**src/design/sdlp_pkg.sv**
```systemverilog
// ----------------------------------------------------------------------------
// sdlp_pkg: shared types and codes for the switch debouncer
// Switch modes, configuration register indexes and the result record.
// ----------------------------------------------------------------------------
package sdlp_pkg;

  // Configuration register file
  localparam int unsigned CFG_INDEX_W = 8;
  localparam int unsigned CFG_DATA_W  = 16;
  localparam logic [CFG_INDEX_W-1:0] REG_DEBOUNCE_LENGTH = 8'd0;
  localparam logic [CFG_INDEX_W-1:0] REG_HOLD_TIME       = 8'd1;

  localparam logic [7:0]  DEBOUNCE_LENGTH_RESET = 8'd5;
  localparam logic [15:0] HOLD_TIME_RESET       = 16'd10;

  // Switch state machine codes
  localparam int unsigned MODE_W = 3;
  localparam logic [MODE_W-1:0] MODE_INIT     = 3'd0;
  localparam logic [MODE_W-1:0] MODE_MONITOR  = 3'd1;
  localparam logic [MODE_W-1:0] MODE_DEB_ON   = 3'd2;
  localparam logic [MODE_W-1:0] MODE_WAIT_OFF = 3'd3;
  localparam logic [MODE_W-1:0] MODE_DEB_OFF  = 3'd4;

  // One result per poll tick
  typedef struct packed {
    logic report_valid;
    logic report_pressed;
    logic provision_request;
    logic green_led;
  } result_t;

  // Current configuration, handed to the state machine
  typedef struct packed {
    logic [7:0]  debounce_length;
    logic [15:0] hold_time;
  } cfg_t;

endpackage

```
**src/design/sdlp_cfg.sv**
```systemverilog
// ----------------------------------------------------------------------------
// sdlp_cfg: configuration registers
// Holds debounce length and hold time; writes beyond the list are dropped.
// ----------------------------------------------------------------------------
module sdlp_cfg (
  input  logic                            clk,
  input  logic                            rst,
  input  logic                            cfg_valid,
  output logic                            cfg_ready,
  input  logic [sdlp_pkg::CFG_INDEX_W-1:0] cfg_index,
  input  logic [sdlp_pkg::CFG_DATA_W-1:0]  cfg_data,
  output sdlp_pkg::cfg_t                  cfg
);
  import sdlp_pkg::*;

  // Always able to take a write
  assign cfg_ready = 1'b1;

  // Register decode
  always_ff @(posedge clk) begin
    if (rst) begin
      cfg.debounce_length <= DEBOUNCE_LENGTH_RESET;
      cfg.hold_time       <= HOLD_TIME_RESET;
    end else if (cfg_valid && cfg_ready) begin
      unique case (cfg_index)
        REG_DEBOUNCE_LENGTH: cfg.debounce_length <= cfg_data[7:0];
        REG_HOLD_TIME:       cfg.hold_time       <= cfg_data;
        default: ;
      endcase
    end
  end

endmodule

```
**src/design/sdlp_fsm.sv**
```systemverilog
// ----------------------------------------------------------------------------
// sdlp_fsm: switch state machine
// Debounce counter, press timestamp and long-hold compare; state moves
// on each step and the result for that tick is given combinationally.
// ----------------------------------------------------------------------------
module sdlp_fsm #(
  parameter int unsigned CLOCK_WIDTH = 32
) (
  input  logic            clk,
  input  logic            rst,
  input  logic            step,
  input  logic            switch_level,
  input  logic [31:0]     clock_now,
  input  sdlp_pkg::cfg_t  cfg,
  output sdlp_pkg::result_t result
);
  import sdlp_pkg::*;

  logic [MODE_W-1:0]      mode, mode_next;
  logic [7:0]             sample_count, sample_count_next;
  logic [CLOCK_WIDTH-1:0] press_time, press_time_next;
  logic                   provision_done, provision_done_next;
  logic                   led_level, led_level_next;

  logic [63:0]            clock_wide;
  logic [63:0]            hold_wide;
  logic [CLOCK_WIDTH-1:0] now;
  logic [CLOCK_WIDTH-1:0] limit;
  logic [7:0]             count_inc;
  logic                   hold_expired;

  // Clock masked to CLOCK_WIDTH, limit wraps at the same width
  assign clock_wide   = {32'd0, clock_now};
  assign hold_wide    = {48'd0, cfg.hold_time};
  assign now          = clock_wide[CLOCK_WIDTH-1:0];
  assign limit        = press_time + hold_wide[CLOCK_WIDTH-1:0];
  assign hold_expired = now > limit;
  assign count_inc    = sample_count + 8'd1;

  // Next state and result for this tick
  always_comb begin
    mode_next           = mode;
    sample_count_next   = sample_count;
    press_time_next     = press_time;
    provision_done_next = provision_done;
    led_level_next      = led_level;
    result.report_valid      = 1'b0;
    result.report_pressed    = 1'b0;
    result.provision_request = 1'b0;

    unique case (mode)
      MODE_INIT: begin
        mode_next         = MODE_MONITOR;
        sample_count_next = 8'd0;
      end
      MODE_MONITOR: begin
        if (!switch_level) begin
          sample_count_next = 8'd0;
          mode_next         = MODE_DEB_ON;
        end
      end
      MODE_DEB_ON: begin
        if (!switch_level) begin
          sample_count_next = count_inc;
          if (count_inc >= cfg.debounce_length) begin
            result.report_valid   = 1'b1;
            result.report_pressed = 1'b1;
            press_time_next       = now;
            provision_done_next   = 1'b0;
            mode_next             = MODE_WAIT_OFF;
          end
        end else begin
          mode_next = MODE_MONITOR;
        end
      end
      MODE_WAIT_OFF: begin
        // long hold: one-shot request, LED on
        if (!provision_done && hold_expired) begin
          provision_done_next      = 1'b1;
          result.provision_request = 1'b1;
          led_level_next           = 1'b1;
        end
        // first high sample: LED off, start release debounce
        if (switch_level) begin
          led_level_next    = 1'b0;
          sample_count_next = 8'd0;
          mode_next         = MODE_DEB_OFF;
        end
      end
      MODE_DEB_OFF: begin
        if (switch_level) begin
          sample_count_next = count_inc;
          if (count_inc >= cfg.debounce_length) begin
            result.report_valid = 1'b1;
            mode_next           = MODE_MONITOR;
          end
        end else begin
          mode_next = MODE_WAIT_OFF;
        end
      end
      default: mode_next = MODE_INIT;
    endcase

    result.green_led = led_level_next;
  end

  // State registers, moved once per tick
  always_ff @(posedge clk) begin
    if (rst) begin
      mode           <= MODE_INIT;
      sample_count   <= 8'd0;
      press_time     <= '0;
      provision_done <= 1'b0;
      led_level      <= 1'b0;
    end else if (step) begin
      mode           <= mode_next;
      sample_count   <= sample_count_next;
      press_time     <= press_time_next;
      provision_done <= provision_done_next;
      led_level      <= led_level_next;
    end
  end

endmodule

```
**src/design/switch_debounce_long_press.sv**
```systemverilog
// ----------------------------------------------------------------------------
// switch_debounce_long_press: active-low switch debouncer with long press
//
//   channel  | handshake               | payload
//   ---------+-------------------------+-------------------------------------
//   item     | item_valid / item_stall | switch_level, clock_now
//   result   | result_valid / result_stall | report_valid, report_pressed,
//            |                         | provision_request, green_led
//   config   | cfg_valid / cfg_ready   | cfg_index, cfg_data
//
// One poll tick per cycle unless a full result register is stalled; a tick goes
// through the input register, then the state machine step into the result register.
// The state update happens when the held tick moves into the result register.
// Reset is synchronous; it clears the mode, counters, LED and both valids.
// result_stall on a full result register holds both stages; item_stall rises
// only while the input register is full and the result register is stalled.
// ----------------------------------------------------------------------------
module switch_debounce_long_press #(
  parameter int unsigned CLOCK_WIDTH = 32
) (
  input  logic                             clk,
  input  logic                             rst,
  // poll tick
  input  logic                             item_valid,
  output logic                             item_stall,
  input  logic                             switch_level,
  input  logic [31:0]                      clock_now,
  // result
  output logic                             result_valid,
  input  logic                             result_stall,
  output logic                             report_valid,
  output logic                             report_pressed,
  output logic                             provision_request,
  output logic                             green_led,
  // configuration
  input  logic                             cfg_valid,
  output logic                             cfg_ready,
  input  logic [sdlp_pkg::CFG_INDEX_W-1:0] cfg_index,
  input  logic [sdlp_pkg::CFG_DATA_W-1:0]  cfg_data
);
  import sdlp_pkg::*;

  cfg_t        cfg;
  result_t     fsm_result;
  logic        s1_valid;
  logic        s1_level;
  logic [31:0] s1_clock;
  logic        advance;
  logic        item_accept;

  // Pipeline control
  assign advance     = !result_valid || !result_stall;
  assign item_stall  = s1_valid && !advance;
  assign item_accept = item_valid && !item_stall;

  sdlp_cfg u_cfg (
    .clk       (clk),
    .rst       (rst),
    .cfg_valid (cfg_valid),
    .cfg_ready (cfg_ready),
    .cfg_index (cfg_index),
    .cfg_data  (cfg_data),
    .cfg       (cfg)
  );

  sdlp_fsm #(
    .CLOCK_WIDTH (CLOCK_WIDTH)
  ) u_fsm (
    .clk          (clk),
    .rst          (rst),
    .step         (s1_valid && advance),
    .switch_level (s1_level),
    .clock_now    (s1_clock),
    .cfg          (cfg),
    .result       (fsm_result)
  );

  // Input register
  always_ff @(posedge clk) begin
    if (rst) begin
      s1_valid <= 1'b0;
    end else if (!s1_valid || advance) begin
      s1_valid <= item_valid;
    end
  end

  always_ff @(posedge clk) begin
    if (item_accept) begin
      s1_level <= switch_level;
      s1_clock <= clock_now;
    end
  end

  // Result register
  always_ff @(posedge clk) begin
    if (rst) begin
      result_valid <= 1'b0;
    end else if (advance) begin
      result_valid <= s1_valid;
    end
  end

  always_ff @(posedge clk) begin
    if (advance && s1_valid) begin
      report_valid      <= fsm_result.report_valid;
      report_pressed    <= fsm_result.report_pressed;
      provision_request <= fsm_result.provision_request;
      green_led         <= fsm_result.green_led;
    end
  end

`ifndef ASSERT_OFF
  // A press flag never appears without a report
  a_pressed_needs_report: assert property (@(posedge clk) disable iff (rst)
    result_valid |-> (report_valid || !report_pressed))
    else $error("report_pressed set without report_valid");

  // Reports and the provision request come from different modes
  a_report_prov_apart: assert property (@(posedge clk) disable iff (rst)
    result_valid |-> !(report_valid && provision_request))
    else $error("report and provision request in one transaction");

  // Input back-pressure only comes from a stalled, full result register
  a_stall_source: assert property (@(posedge clk) disable iff (rst)
    item_stall |-> (result_valid && result_stall && s1_valid))
    else $error("item_stall without downstream stall");

  // The LED is already off when a release is reported
  a_led_off_on_release: assert property (@(posedge clk) disable iff (rst)
    (result_valid && report_valid && !report_pressed) |-> !green_led)
    else $error("green_led on at release report");
`endif

endmodule

```
**config.mk**
```make
export PLATFORM = sky130hd
export DESIGN_NAME = switch_debounce_long_press
export DESIGN_NICKNAME = d
export VERILOG_FILES = /design/src/design/sdlp_pkg.sv /design/src/design/sdlp_cfg.sv /design/src/design/sdlp_fsm.sv /design/src/design/switch_debounce_long_press.sv
export SDC_FILE = /design/constraint.sdc
export NUM_CORES = 1
export LEC_CHECK = 0
export ABC_AREA = 0
export BUFFER_PORTS_ARGS = -buffer_cell sky130_fd_sc_hd__buf_2
export CELL_PAD_IN_SITES_DETAIL_PLACEMENT = 0
export CELL_PAD_IN_SITES_GLOBAL_PLACEMENT = 1
export CORE_UTILIZATION = 47
export CTS_CLUSTER_SIZE = 12
export DETAILED_ROUTE_END_ITERATION = 10
export GPL_TIMING_DRIVEN = 0
export PLACE_DENSITY = 0.83
export SYNTH_ARGS = -nofsm -noshare
export SYNTH_HDL_FRONTEND = slang
export SYNTH_HIERARCHICAL = 1
export SYNTH_SLANG_ARGS = --single-unit
export TNS_END_PERCENT = 50
```
**constraint.sdc**
```tcl
create_clock -name clk -period 4.7 [get_ports clk]
set_input_delay 0.47 -clock clk [delete_from_list [all_inputs] [get_ports clk]]
set_output_delay 0.47 -clock clk [all_outputs]
set_load 0.1 [all_outputs]
```
==> metrics.yaml, run 1 <==
global_routing:
  pin_count_of_the_biggest_net_entering_global_routing: 34
  globalRoute.totalOverflow: 0
  global_route.usage.total_pct: 19.9
  grt_first_pass_wirelength_um: 22200
  grt_antenna_before_repair: 0
  vias_in_the_first_global_route: 4604
place:
  post-dp-hpwl_um: 10500
  place.port_buffers: 67
  finalWeightedCongestion: 0.864
pwr:
  power-per-cell-area_mw_per_mm2: 260
  net_sw_share_pct: 23.2
  cell_internal_power_dissipation_mw: 1.47
  max-vdd-ir-drop_mv: 0.140
  total_switching_power_mw: 0.445
  power_frac_comb_pct: 8.3
  p_clk_share_pct: 39.4
  pwr-share-seq_pct: 52.3
  p_leak_nw: 2.87
  power.total_mw: 1.91
synth:
  yosysWarningCount: 6
  post_synth.cell_area_avg_um2: 9.97
  synth-seq-area-share_pct: 38.9
  post_synth_num_cell_types: 68
  synth_cell_area_mm2: 0.00652
  synth.top_cells.by_area: "sky130_fd_sc_hd__dfxtp_1 22%, sky130_fd_sc_hd__edfxtp_1 17%, sky130_fd_sc_hd__ha_1 11%"
  synth_ff_type: "sky130_fd_sc_hd__dfxtp_1"
  yosys.area_share.simple_pct: 19.7
  synth.ff_latch_count: 108
  asyncSetResetFlopFracSynth_pct: 0
  synth_edf_count: 37
  synthesized_area_fraction_occupied_by_ao_oa_aoi_and_oai_cells_pct: 11.9
  synth_area_leader_cell: "sky130_fd_sc_hd__dfxtp_1"
  post_synth_xor_area_fraction_pct: 4.70
  post_synth_mux_area_share_pct: 9.54
  synth_top_family_by_area: "simple AND/OR/NAND/NOR gates"
  post_synthesis_net_count: 774
  syn_inst: 654
  yosys.area.top_type_share_pct: 21.8
  synth_fa_ha_area_share_pct: 11.2
drt:
  drt_iter0_markers: 226
  dr_total_vias: 4864
  route.detailed.drc: 0
  route.detailed.vias_per_inst: 5.32
  final_antenna_net_count: 0
  drt-pass1-iter-count: 5
  wl_um: 13800
  avgRoutedWirePerCell_um: 15.1
worst_setup_path:
  crit_path_start_kind: "flop"
  setup.reg_to_reg.worst_slack_ns: 0.25
  crit_fanout: 8
  worstPathArrival_ns: 4.56
  worstPathRequired_ns: 4.81
  cp_cell_sequence: "ha_1, inv_1, fa_1, nand2b_1, a2111oi_4, a311oi_2, o31ai_4, nand4_1, xor2_1, ha_1, nand4_1, nor4_1, nand3_1, a31o_2, o31ai_1, a21oi_1, buf_4"
  crit_slowest_cell: "sky130_fd_sc_hd__nor4_1"
  cp-end-kind: "flop"
  setup.worst_path.class: "flop to flop"
  critical_path.max_stage_delay_ns: 0.50
clock_tree:
  htree_levels: 3
  cts.repair_timing.setup_buffer_count: 0
  clock_latency_ns: 0.37
  clockRootBuffer: "sky130_fd_sc_hd__clkbuf_16"
  number_of_clock_sinks_seen_by_cts: 108
  cts.path.max_buffers: 2
  tritoncts.num_buffers: 9
  cts_clock_pin_slew_for_the_worst_setup_and_hold_paths_ns: 0.08
  tritoncts: "yes"
die:
  core-area_mm2: 0.0134
  floorplan.die.height_um: 120
  row_count: 42
  initial_utilization_pct: 48.6
  die_w_um: 120
  dieArea_mm2: 0.0143
  io-pin-count: 69
run_status:
  run_status: "finished, final reports clean"
layout:
  final_layout_size_suffix_gt1_share_pct: 15.6
  antenna_cells: 0
  finish.net_count: 853
  areaGrowthSynthToFinish_pct: 13.1
  final.fill_count: 1165
  seq_area_mm2: 0.00253
  multiInputGateArea_mm2: 0.00374
timing:
  setup_repair_after_global_routing_missed_its_margin: "false"
  final-setup-viol-count: 0
  report.final.slew_viol_count: 0
  max_clock_freq_mhz: 225
  setup_total_negative_slack_ns: 0
  tightest_slew_ns: 0.973
  clock-skew-final_ns: 0.0165
  final_report_hold_violation_count: 0
  fin_crit_ns: 4.45
  slew_headroom_pct: 35.0
  final_min_period_over_clock_period_pct: 94.6
run:
  drv.max_cap_violation_count: 0
worst_hold_path:
  worstHoldPathType: "input port to flop"
-- layout make-up --
| cell class | count | share of cell area [%] |
|---|---|---|
| clock inverter | 4 | 0.679 |
| tap | 176 | 2.99 |
| timing repair buffer | 68 | 4.62 |
| inverter | 21 | 1.07 |
| clock buffer | 12 | 3.21 |
| multi-input combinational | 491 | 50.7 |
| buffer | 34 | 2.39 |
| sequential | 108 | 34.4 |
-- cell usage in the layout (no fill, tap or decap), types with 3 or more instances in the layout --
cell type / count
sky130_fd_sc_hd__nand2b_1: 107
sky130_fd_sc_hd__dfxtp_1: 71
sky130_fd_sc_hd__inv_1: 21
sky130_fd_sc_hd__nor2b_1: 4
sky130_fd_sc_hd__nand3_1: 9
sky130_fd_sc_hd__and2_1: 4
sky130_fd_sc_hd__a22oi_1: 7
sky130_fd_sc_hd__o21ai_0: 14
sky130_fd_sc_hd__xnor2_1: 10
sky130_fd_sc_hd__buf_2: 75
sky130_fd_sc_hd__buf_4: 5
sky130_fd_sc_hd__a21o_1: 6
sky130_fd_sc_hd__o21ai_1: 7
sky130_fd_sc_hd__edfxtp_1: 37
sky130_fd_sc_hd__o2111ai_1: 5
sky130_fd_sc_hd__nand2_1: 25
sky130_fd_sc_hd__o211ai_1: 6
sky130_fd_sc_hd__nor2_1: 36
sky130_fd_sc_hd__and3_1: 8
sky130_fd_sc_hd__nand4_1: 10
sky130_fd_sc_hd__clkbuf_16: 9
sky130_fd_sc_hd__clkbuf_1: 21
sky130_fd_sc_hd__mux2i_1: 61
sky130_fd_sc_hd__a21oi_1: 38
sky130_fd_sc_hd__xor2_1: 25
sky130_fd_sc_hd__nor4_1: 3
sky130_fd_sc_hd__ha_1: 57
-- path summary, 6_finish.rpt --
check                                    from            end  cells past startpoint
worst min register to register  u_cfg/cfg[17]  u_cfg/cfg[17]                      2
worst max register to register   u_cfg/cfg[0]      green_led                     17
worst max-delay path             u_cfg/cfg[0]      green_led                     17
worst min-delay path            clock_now[17]   s1_clock[17]                      1
-- power groups by stage --
stage                     clock network [mW]  logic, mW  registers (mW)
after floorplan                            0     0.0907            1.03
after global placement                     0      0.153            1.02
after detailed placement                   0      0.159            1.02
after CTS                              0.774      0.159            1.00
after global routing                   0.803      0.176            1.00
final                                  0.754      0.159            1.00
-- cells in the mapped netlist (10+ instances only) --
library cell,n
sky130_fd_sc_hd__a21oi_1,38
sky130_fd_sc_hd__clkbuf_1,18
sky130_fd_sc_hd__dfxtp_1,71
sky130_fd_sc_hd__edfxtp_1,37
sky130_fd_sc_hd__ha_1,57
sky130_fd_sc_hd__inv_1,21
sky130_fd_sc_hd__mux2i_1,61
sky130_fd_sc_hd__nand2_1,25
sky130_fd_sc_hd__nand2b_1,107
sky130_fd_sc_hd__nand4_1,10
sky130_fd_sc_hd__nor2_1,37
sky130_fd_sc_hd__o21ai_0,14
sky130_fd_sc_hd__xnor2_1,10
sky130_fd_sc_hd__xor2_1,25
-- what timing repair did --
item / CTS / global route
setup endpoints to repair: 0 / 1
hold buffers: 0 / 0
resized for setup: 0 / 0
-- per-layer routing --
metal / track usage (%) / routed length, um / share of wire [%] / vias to the layer above
met3: 2.71 / 426 / 3.1 / 14
met2: 33.5 / 6610 / 48 / 83
met1: 25.6 / 6580 / 48 / 2292
met5: 0 / 0 / 0 / -
li1: - / - / - / 2475
met4: 8.36 / 234 / 1.7 / 0
-- critical path: cells and delay by family (launching register included) --
| family | cells | cell delay (ns) |
|---|---|---|
| buf+inv | 2 | 0.19 |
| simple gates | 5 | 1.24 |
| fa+ha+maj | 3 | 0.86 |
| compound gates | 6 | 1.38 |
| xor+xnor | 1 | 0.17 |
| flops | 1 | 0.35 |
-- stage by stage --
step | hold WS, ns | setup slack, ns | area, um2 | instances | utilization, %
final | 0.274 | 0.252 | 7370 | 914 | 55.0
after global routing | 0.264 | 0.0430 | 7370 | 914 | 55.0
after CTS | 0.264 | 0.185 | 7370 | 913 | 55.0
after detailed placement | 0.465 | 0.227 | 7080 | 897 | 52.8
after global placement | 0.465 | 0.264 | 7070 | 897 | 52.8
after floorplan | 0.449 | 0.866 | 6520 | 654 | -
-- state kept, by name, summed over array words and instances, names as in the netlist --
name	cells
s1_valid	1
report_valid	1
result_valid	1
s1_level	1
green_led	1
u_fsm/press_time	32
u_cfg/cfg	24
u_fsm/led_level	1
s1_clock	32
u_fsm/mode	3
u_fsm/provision_done	1
u_fsm/sample_count	8
report_pressed	1
provision_request	1
-- logic make-up (layout without fill, tap and decap cells) --
logic type               after synthesis  count (layout)
other                                  1               1
buffers and inverters                 55             139
AND/OR/NAND/NOR                      224             224
XOR/XNOR                              35              35
adder cells (fa/ha/maj)               58              58
multiplexers                          62              62
flip-flops                           108             108
AO/OA/AOI/OAI                        111             111
Power figures use the tool's default switching activity.
==> inputs of run 2 (changes only) <==
- CORE_UTILIZATION: 47 -> 46
- SYNTH_HIERARCHICAL: 1 -> unset
==> run 2 against run 1 <==
  * Via count is 2.5% lower
  * Flip-flop and latch count stayed put
  * Fmax is 11% higher
  * Die area is 3.6% lower
  * Critical endpoint unchanged
  * Largest cell class unchanged
  * Highest routed layer unchanged
==> metrics.yaml, run 2 <==
worst_setup_path:
  setup.worst_path.class: "flop to flop"
  crit_fanout: 5
  critical_path.max_stage_delay_ns: 0.43
  crit_buf_inv: 1
  cp_cell_sequence: "ha_1, inv_1, fa_1, nor2b_1, o31ai_4, a211oi_4, nor2_4, nor3b_2, xnor2_1, ha_1, nand4_1, nor4_1, a21boi_0, a21o_1, o22a_1"
  setup.reg_to_reg.worst_slack_ns: 0.69
  crit_slowest_cell: "sky130_fd_sc_hd__nor4_1"
  cp-end-kind: "flop"
  timing.critical_path.max_delay_family: "compound AO/OA/AOI/OAI gates"
  worstPathRequired_ns: 4.81
  crit_path_start_kind: "flop"
  cp_common_cell: "sky130_fd_sc_hd__ha_1"
  worstPathArrival_ns: 4.12
layout:
  final_cell_count_no_fill: 893
  final_layout_size_suffix_gt1_share_pct: 18.3
  most-common-layout-cells: "92 x sky130_fd_sc_hd__nand2_1, 71 x sky130_fd_sc_hd__buf_2, 71 x sky130_fd_sc_hd__dfxtp_1"
  finish.net_count: 836
  areaGrowthSynthToFinish_pct: 15.2
  final_design_area_no_fill_mm2: 0.00708
  antenna_cells: 0
  postLayoutCoreUtil_pct: 55.2
  final_common_cell: "sky130_fd_sc_hd__nand2_1"
  biggestRegsByFlops: "s1_clock (32), u_fsm.press_time (32), u_cfg.cfg (24)"
synth:
  post_synth_mux_area_share_pct: 4.23
  synth-seq-area-share_pct: 41.2
  post_synth.cell_area_avg_um2: 9.64
  synth.top_cells.by_area: "sky130_fd_sc_hd__dfxtp_1 23%, sky130_fd_sc_hd__edfxtp_1 18%, sky130_fd_sc_hd__ha_1 12%"
  synth_cell_area_mm2: 0.00615
  post_synthesis_net_count: 758
  commonest_cells_in_the_synthesized_netlist: "92 x sky130_fd_sc_hd__nand2_1, 71 x sky130_fd_sc_hd__dfxtp_1, 62 x sky130_fd_sc_hd__a21oi_1"
  synth_fa_ha_area_share_pct: 11.9
  synth_most_common_cell: "sky130_fd_sc_hd__nand2_1"
  synth_ff_type: "sky130_fd_sc_hd__dfxtp_1"
  yosys.area.top_type_share_pct: 23.1
  synthesized_area_fraction_occupied_by_ao_oa_aoi_and_oai_cells_pct: 14.2
  yosysWarningCount: 0
  asyncSetResetFlopFracSynth_pct: 0
  post_synth_num_cell_types: 72
  synth.ff_latch_count: 108
  post_synth_xor_area_fraction_pct: 5.11
  synth_area_leader_cell: "sky130_fd_sc_hd__dfxtp_1"
  synth_top_family_by_area: "simple AND/OR/NAND/NOR gates"
  syn_inst: 638
  yosys.area_share.simple_pct: 19.0
  synth_edf_count: 37
run_status:
  run_status: "finished, final reports clean"
die:
  io-pin-count: 69
  floorplan.die.height_um: 118
  initial_utilization_pct: 47.9
  row_count: 41
  dieArea_mm2: 0.0138
  core-area_mm2: 0.0128
  die_w_um: 118
pwr:
  cell_internal_power_dissipation_mw: 1.57
  power.total_mw: 2.01
  power_frac_comb_pct: 7.0
  p_leak_nw: 2.83
  total_switching_power_mw: 0.437
  p_clk_share_pct: 43.2
  net_sw_share_pct: 21.8
  power-per-cell-area_mw_per_mm2: 284
  max-vdd-ir-drop_mv: 0.177
  pwr-share-seq_pct: 49.8
place:
  finalWeightedCongestion: 0.881
  dpl-instance-area_mm2: 0.00673
  place.port_buffers: 66
  inst_count_dp: 877
  dpl_worst_slack_ns: 0.696
  post-dp-hpwl_um: 10500
drt:
  detailroute.wirelength.met2_um: 6540
  route.layer.met1.wl_um: 6370
  drt_iter0_markers: 257
  highest-signal-layer: "met4"
  detailroute.wirelength.met3_um: 441
  final_antenna_net_count: 0
  drt-pass1-iter-count: 5
  route.detailed.drc: 0
  avgRoutedWirePerCell_um: 15.3
  dr_total_vias: 4742
  route.detailed.vias_per_inst: 5.31
  wl_um: 13600
clock_tree:
  clockRootBuffer: "sky130_fd_sc_hd__clkbuf_16"
  cts_clock_pin_slew_for_the_worst_setup_and_hold_paths_ns: 0.07
  cts_resized: 0
  hold_buffers: 0
  cts.repair_timing.setup_buffer_count: 0
  clock_latency_ns: 0.35
  tritoncts.num_buffers: 9
  tritoncts: "yes"
  cts.path.max_buffers: 2
  htree_levels: 3
  number_of_clock_sinks_seen_by_cts: 108
timing:
  final_report_hold_violation_count: 0
  report.final.slew_viol_count: 0
  max_clock_freq_mhz: 249
  setup_repair_after_global_routing_missed_its_margin: "false"
  final_min_period_over_clock_period_pct: 85.3
  tightest_slew_ns: 0.579
  post-route-worst-setup-slack_ns: 0.691
  timing.hold.ws_ns: 0.287
  setup_total_negative_slack_ns: 0
  final-setup-viol-count: 0
  clock-skew-final_ns: 0.00329
  fin_crit_ns: 4.01
  slew_headroom_pct: 61.3
global_routing:
  globalRoute.totalOverflow: 0
  global_route.usage.total_pct: 20.9
  vias_in_the_first_global_route: 4739
  grt_antenna_before_repair: 0
  grt_first_pass_wirelength_um: 23200
  pin_count_of_the_biggest_net_entering_global_routing: 18
run:
  drv.max_cap_violation_count: 0
worst_hold_path:
  worstHoldPathType: "input port to flop"
-- run 2: worst reg2reg max path: stages, from the launching register on --
cell	delay [ns]
sky130_fd_sc_hd__dfxtp_1	0.35
sky130_fd_sc_hd__ha_1	0.21
sky130_fd_sc_hd__inv_1	0.06
sky130_fd_sc_hd__fa_1	0.41
sky130_fd_sc_hd__nor2b_1	0.25
sky130_fd_sc_hd__o31ai_4	0.12
sky130_fd_sc_hd__a211oi_4	0.38
sky130_fd_sc_hd__nor2_4	0.10
sky130_fd_sc_hd__nor3b_2	0.21
sky130_fd_sc_hd__xnor2_1	0.10
sky130_fd_sc_hd__ha_1	0.30
sky130_fd_sc_hd__nand4_1	0.14
sky130_fd_sc_hd__nor4_1	0.43
sky130_fd_sc_hd__a21boi_0	0.25
sky130_fd_sc_hd__a21o_1	0.26
sky130_fd_sc_hd__o22a_1	0.19
-- run 2: kinds of logic (layout without fill, tap and decap cells) --
family / after synthesis / after routing
buffers and inverters: 43 / 126
other: 1 / 1
DFF: 108 / 108
muxes: 26 / 26
and+or+nand+nor: 231 / 231
AOI/OAI and AO/OA: 136 / 136
xor gates and xnor gates: 35 / 35
adders and majority gates: 58 / 58
-- run 2: power groups by stage --
stage	clock network, mW	registers (mW)	logic [mW]
6_report	0.870	1.00	0.141
5_1_grt	0.923	1.00	0.156
4_1_cts	0.887	1.00	0.142
3_5_place_dp	0	1.02	0.141
3_3_place_gp	0	1.02	0.133
2_1_floorplan	0	1.03	0.0714
-- run 2: area by class of cell --
cell class | instances | area [um2]
clock inverters | 5 | 77.6
plain buffers | 23 | 183
fillers | 1171 | 5740
well taps | 172 | 215
clock buffers | 11 | 275
repair buffers | 67 | 358
inverters | 20 | 75.1
multi-input cells | 487 | 3370
flip-flops and latches | 108 | 2530
-- run 2: final timing paths --
| path | startpoint | endpoint | cells past startpoint |
|---|---|---|---|
| worst max-delay path | u_cfg.cfg[0] | green_led | 15 |
| worst min-delay path | clock_now[2] | s1_clock[2] | 1 |
| worst max register to register | u_cfg.cfg[0] | green_led | 15 |
| worst min register to register | u_fsm.press_time[14] | u_fsm.press_time[14] | 2 |
-- run 2: per-layer routing --
metal  up-vias  global-route usage, %
li1       2428                      -
met1      2227                   27.2
met2        69                   34.8
met3        18                   3.20
met4         0                   8.01
met5         -                      0
==> inputs of run 3 (changes only) <==
- CELL_PAD_IN_SITES_DETAIL_PLACEMENT: 0 -> unset
- CELL_PAD_IN_SITES_GLOBAL_PLACEMENT: 1 -> unset
- CORE_UTILIZATION: 46 -> 55
- PLACE_DENSITY: 0.83 -> 0.78
==> run 3 against run 2 <==
  * Setup slack got worse by 0.065 ns
  * Register-to-register slack got worse by 0.06 ns
  * Global-route usage increased by 4.0 points
  * Sequential share of layout area increased by 1.3 points
  * Flip-flop and latch count unchanged
  * Count of clock-buffer cells in the layout unchanged
  * Hold slack got worse by 0.042 ns
  * Cell count decreased by 3.7%
  * Via count increased by 4.1%
  * Non-clock buffer count decreased by 1
  * Fmax decreased by 1.6%
  * Sequential power about the same
  * Largest power group unchanged
==> metrics.yaml, run 3 (synthesis gave the netlist of run 2 again) <==
run_status:
  run_status: "finished, final reports clean"
worst_setup_path:
  worst_r2r_startpoint: "u_cfg.cfg[0]"
  worstPathRequired_ns: 4.85
  setup.reg_to_reg.worst_slack_ns: 0.63
  crit_fanout: 5
  setup.worst_path.class: "flop to flop"
  startpoint: "u_cfg.cfg[0]"
  crit_path_start_kind: "flop"
  cp-end-kind: "flop"
  worstPathArrival_ns: 4.22
clock_tree:
  number_of_clock_sinks_seen_by_cts: 108
  tritoncts: "yes"
  clockRootBuffer: "sky130_fd_sc_hd__clkbuf_8"
  cts.path.max_buffers: 2
  tritoncts.num_buffers: 9
  htree_levels: 3
  cts.repair_timing.setup_buffer_count: 0
  cts_resized: 0
  hold_buffers: 0
  clock_latency_ns: 0.39
  cts_clock_pin_slew_for_the_worst_setup_and_hold_paths_ns: 0.10
global_routing:
  globalRoute.totalOverflow: 0
  grt_antenna_before_repair: 0
  global_route.usage.total_pct: 24.9
  pin_count_of_the_biggest_net_entering_global_routing: 34
  grt_first_pass_wirelength_um: 22300
  vias_in_the_first_global_route: 4846
worst_hold_path:
  worstHoldPathType: "input port to flop"
  hp-start: "clock_now[2]"
timing:
  tightest_slew_ns: 1.04
  report.final.slew_viol_count: 0
  fin_crit_ns: 4.07
  final_report_hold_violation_count: 0
  timing.hold.ws_ns: 0.245
  setup_total_negative_slack_ns: 0
  setup_repair_after_global_routing_missed_its_margin: "false"
  final_min_period_over_clock_period_pct: 86.7
  clock-skew-final_ns: 0.0146
  final-setup-viol-count: 0
  slew_headroom_pct: 30.4
  max_clock_freq_mhz: 245
die:
  io-pin-count: 69
  floorplan.die.height_um: 108
  core-area_mm2: 0.0109
  die_w_um: 108
  row_count: 38
  initial_utilization_pct: 56.5
  dieArea_mm2: 0.0116
run:
  drv.max_cap_violation_count: 0
layout:
  multiInputGateArea_mm2: 0.00337
  finish.net_count: 835
  seq_area_mm2: 0.00253
  most-common-layout-cells: "92 x sky130_fd_sc_hd__nand2_1, 71 x sky130_fd_sc_hd__buf_2, 71 x sky130_fd_sc_hd__dfxtp_1"
  final.fill_count: 888
  final_common_cell: "sky130_fd_sc_hd__nand2_1"
  final_cell_count_no_fill: 860
  areaGrowthSynthToFinish_pct: 11.2
  biggestRegsByFlops: "s1_clock (32), u_fsm.press_time (32), u_cfg.cfg (24)"
  postLayoutCoreUtil_pct: 62.8
  final_layout_size_suffix_gt1_share_pct: 18.2
  antenna_cells: 0
drt:
  dr_total_vias: 4936
  avgRoutedWirePerCell_um: 15.9
  route.detailed.vias_per_inst: 5.74
  wl_um: 13600
  final_antenna_net_count: 0
  drt_iter0_markers: 254
  route.detailed.drc: 0
  drt-pass1-iter-count: 5
place:
  finalWeightedCongestion: 0.905
  place.port_buffers: 66
  inst_count_dp: 844
  post-dp-hpwl_um: 10200
pwr:
  power.total_mw: 1.67
  max-vdd-ir-drop_mv: 0.226
  p_leak_nw: 2.73
  power-per-cell-area_mw_per_mm2: 244
## run 3: layout make-up
| type | count | share of cell area, % |
|---|---|---|
| Clock inverter | 5 | 0.531 |
| Multi-Input combinational cell | 487 | 49.2 |
| Timing Repair Buffer | 66 | 4.83 |
| Buffer | 23 | 2.67 |
| Tap cell | 140 | 2.56 |
| Inverter | 20 | 1.10 |
| Sequential cell | 108 | 37.0 |
| Clock buffer | 11 | 2.07 |
## run 3: worst paths after layout
kind	end	cells after the start
max	green_led	15
min	s1_clock[2]	1
max reg2reg	green_led	15
min reg2reg	u_fsm.press_time[9]	2
## run 3: worst max-delay path, stage by stage (launching register included)
cell and delay (ns):
sky130_fd_sc_hd__dfxtp_1 0.35, sky130_fd_sc_hd__ha_1 0.21, sky130_fd_sc_hd__inv_1 0.08, sky130_fd_sc_hd__fa_1 0.41, sky130_fd_sc_hd__nor2b_1 0.26, sky130_fd_sc_hd__o31ai_4 0.12
sky130_fd_sc_hd__a211oi_4 0.42, sky130_fd_sc_hd__nor2_4 0.11, sky130_fd_sc_hd__nor3b_2 0.22, sky130_fd_sc_hd__xnor2_1 0.09, sky130_fd_sc_hd__ha_1 0.29, sky130_fd_sc_hd__nand4_1 0.13
sky130_fd_sc_hd__nor4_1 0.44, sky130_fd_sc_hd__a21boi_0 0.25, sky130_fd_sc_hd__a21o_1 0.26, sky130_fd_sc_hd__o22a_1 0.19
## run 3: routing by layer
layer  wire, um  track usage, %  vias to the layer above
met2       6710            42.9                      134
li1           -               -                     2436
met5          0               0                        -
met3        754            6.17                       30
met1       5860            29.6                     2336
met4        312            9.78                        0
## run 3: power breakdown
| part | internal, mW | total (mW) | switching [mW] |
|---|---|---|---|
| logic | 0.0533 | 0.137 | 0.0837 |
| clock network | 0.210 | 0.530 | 0.320 |
| registers | 0.988 | 1.00 | 0.0138 |
| total | 1.25 | 1.67 | 0.418 |
## run 3: stage by stage
stage | cell area [um2] | setup WS, ns
global route | 6840 | 0.460
floorplan | 6150 | 1.31
CTS | 6840 | 0.652
finish | 6840 | 0.626
global placement | 6650 | 0.730
detailed placement | 6660 | 0.687
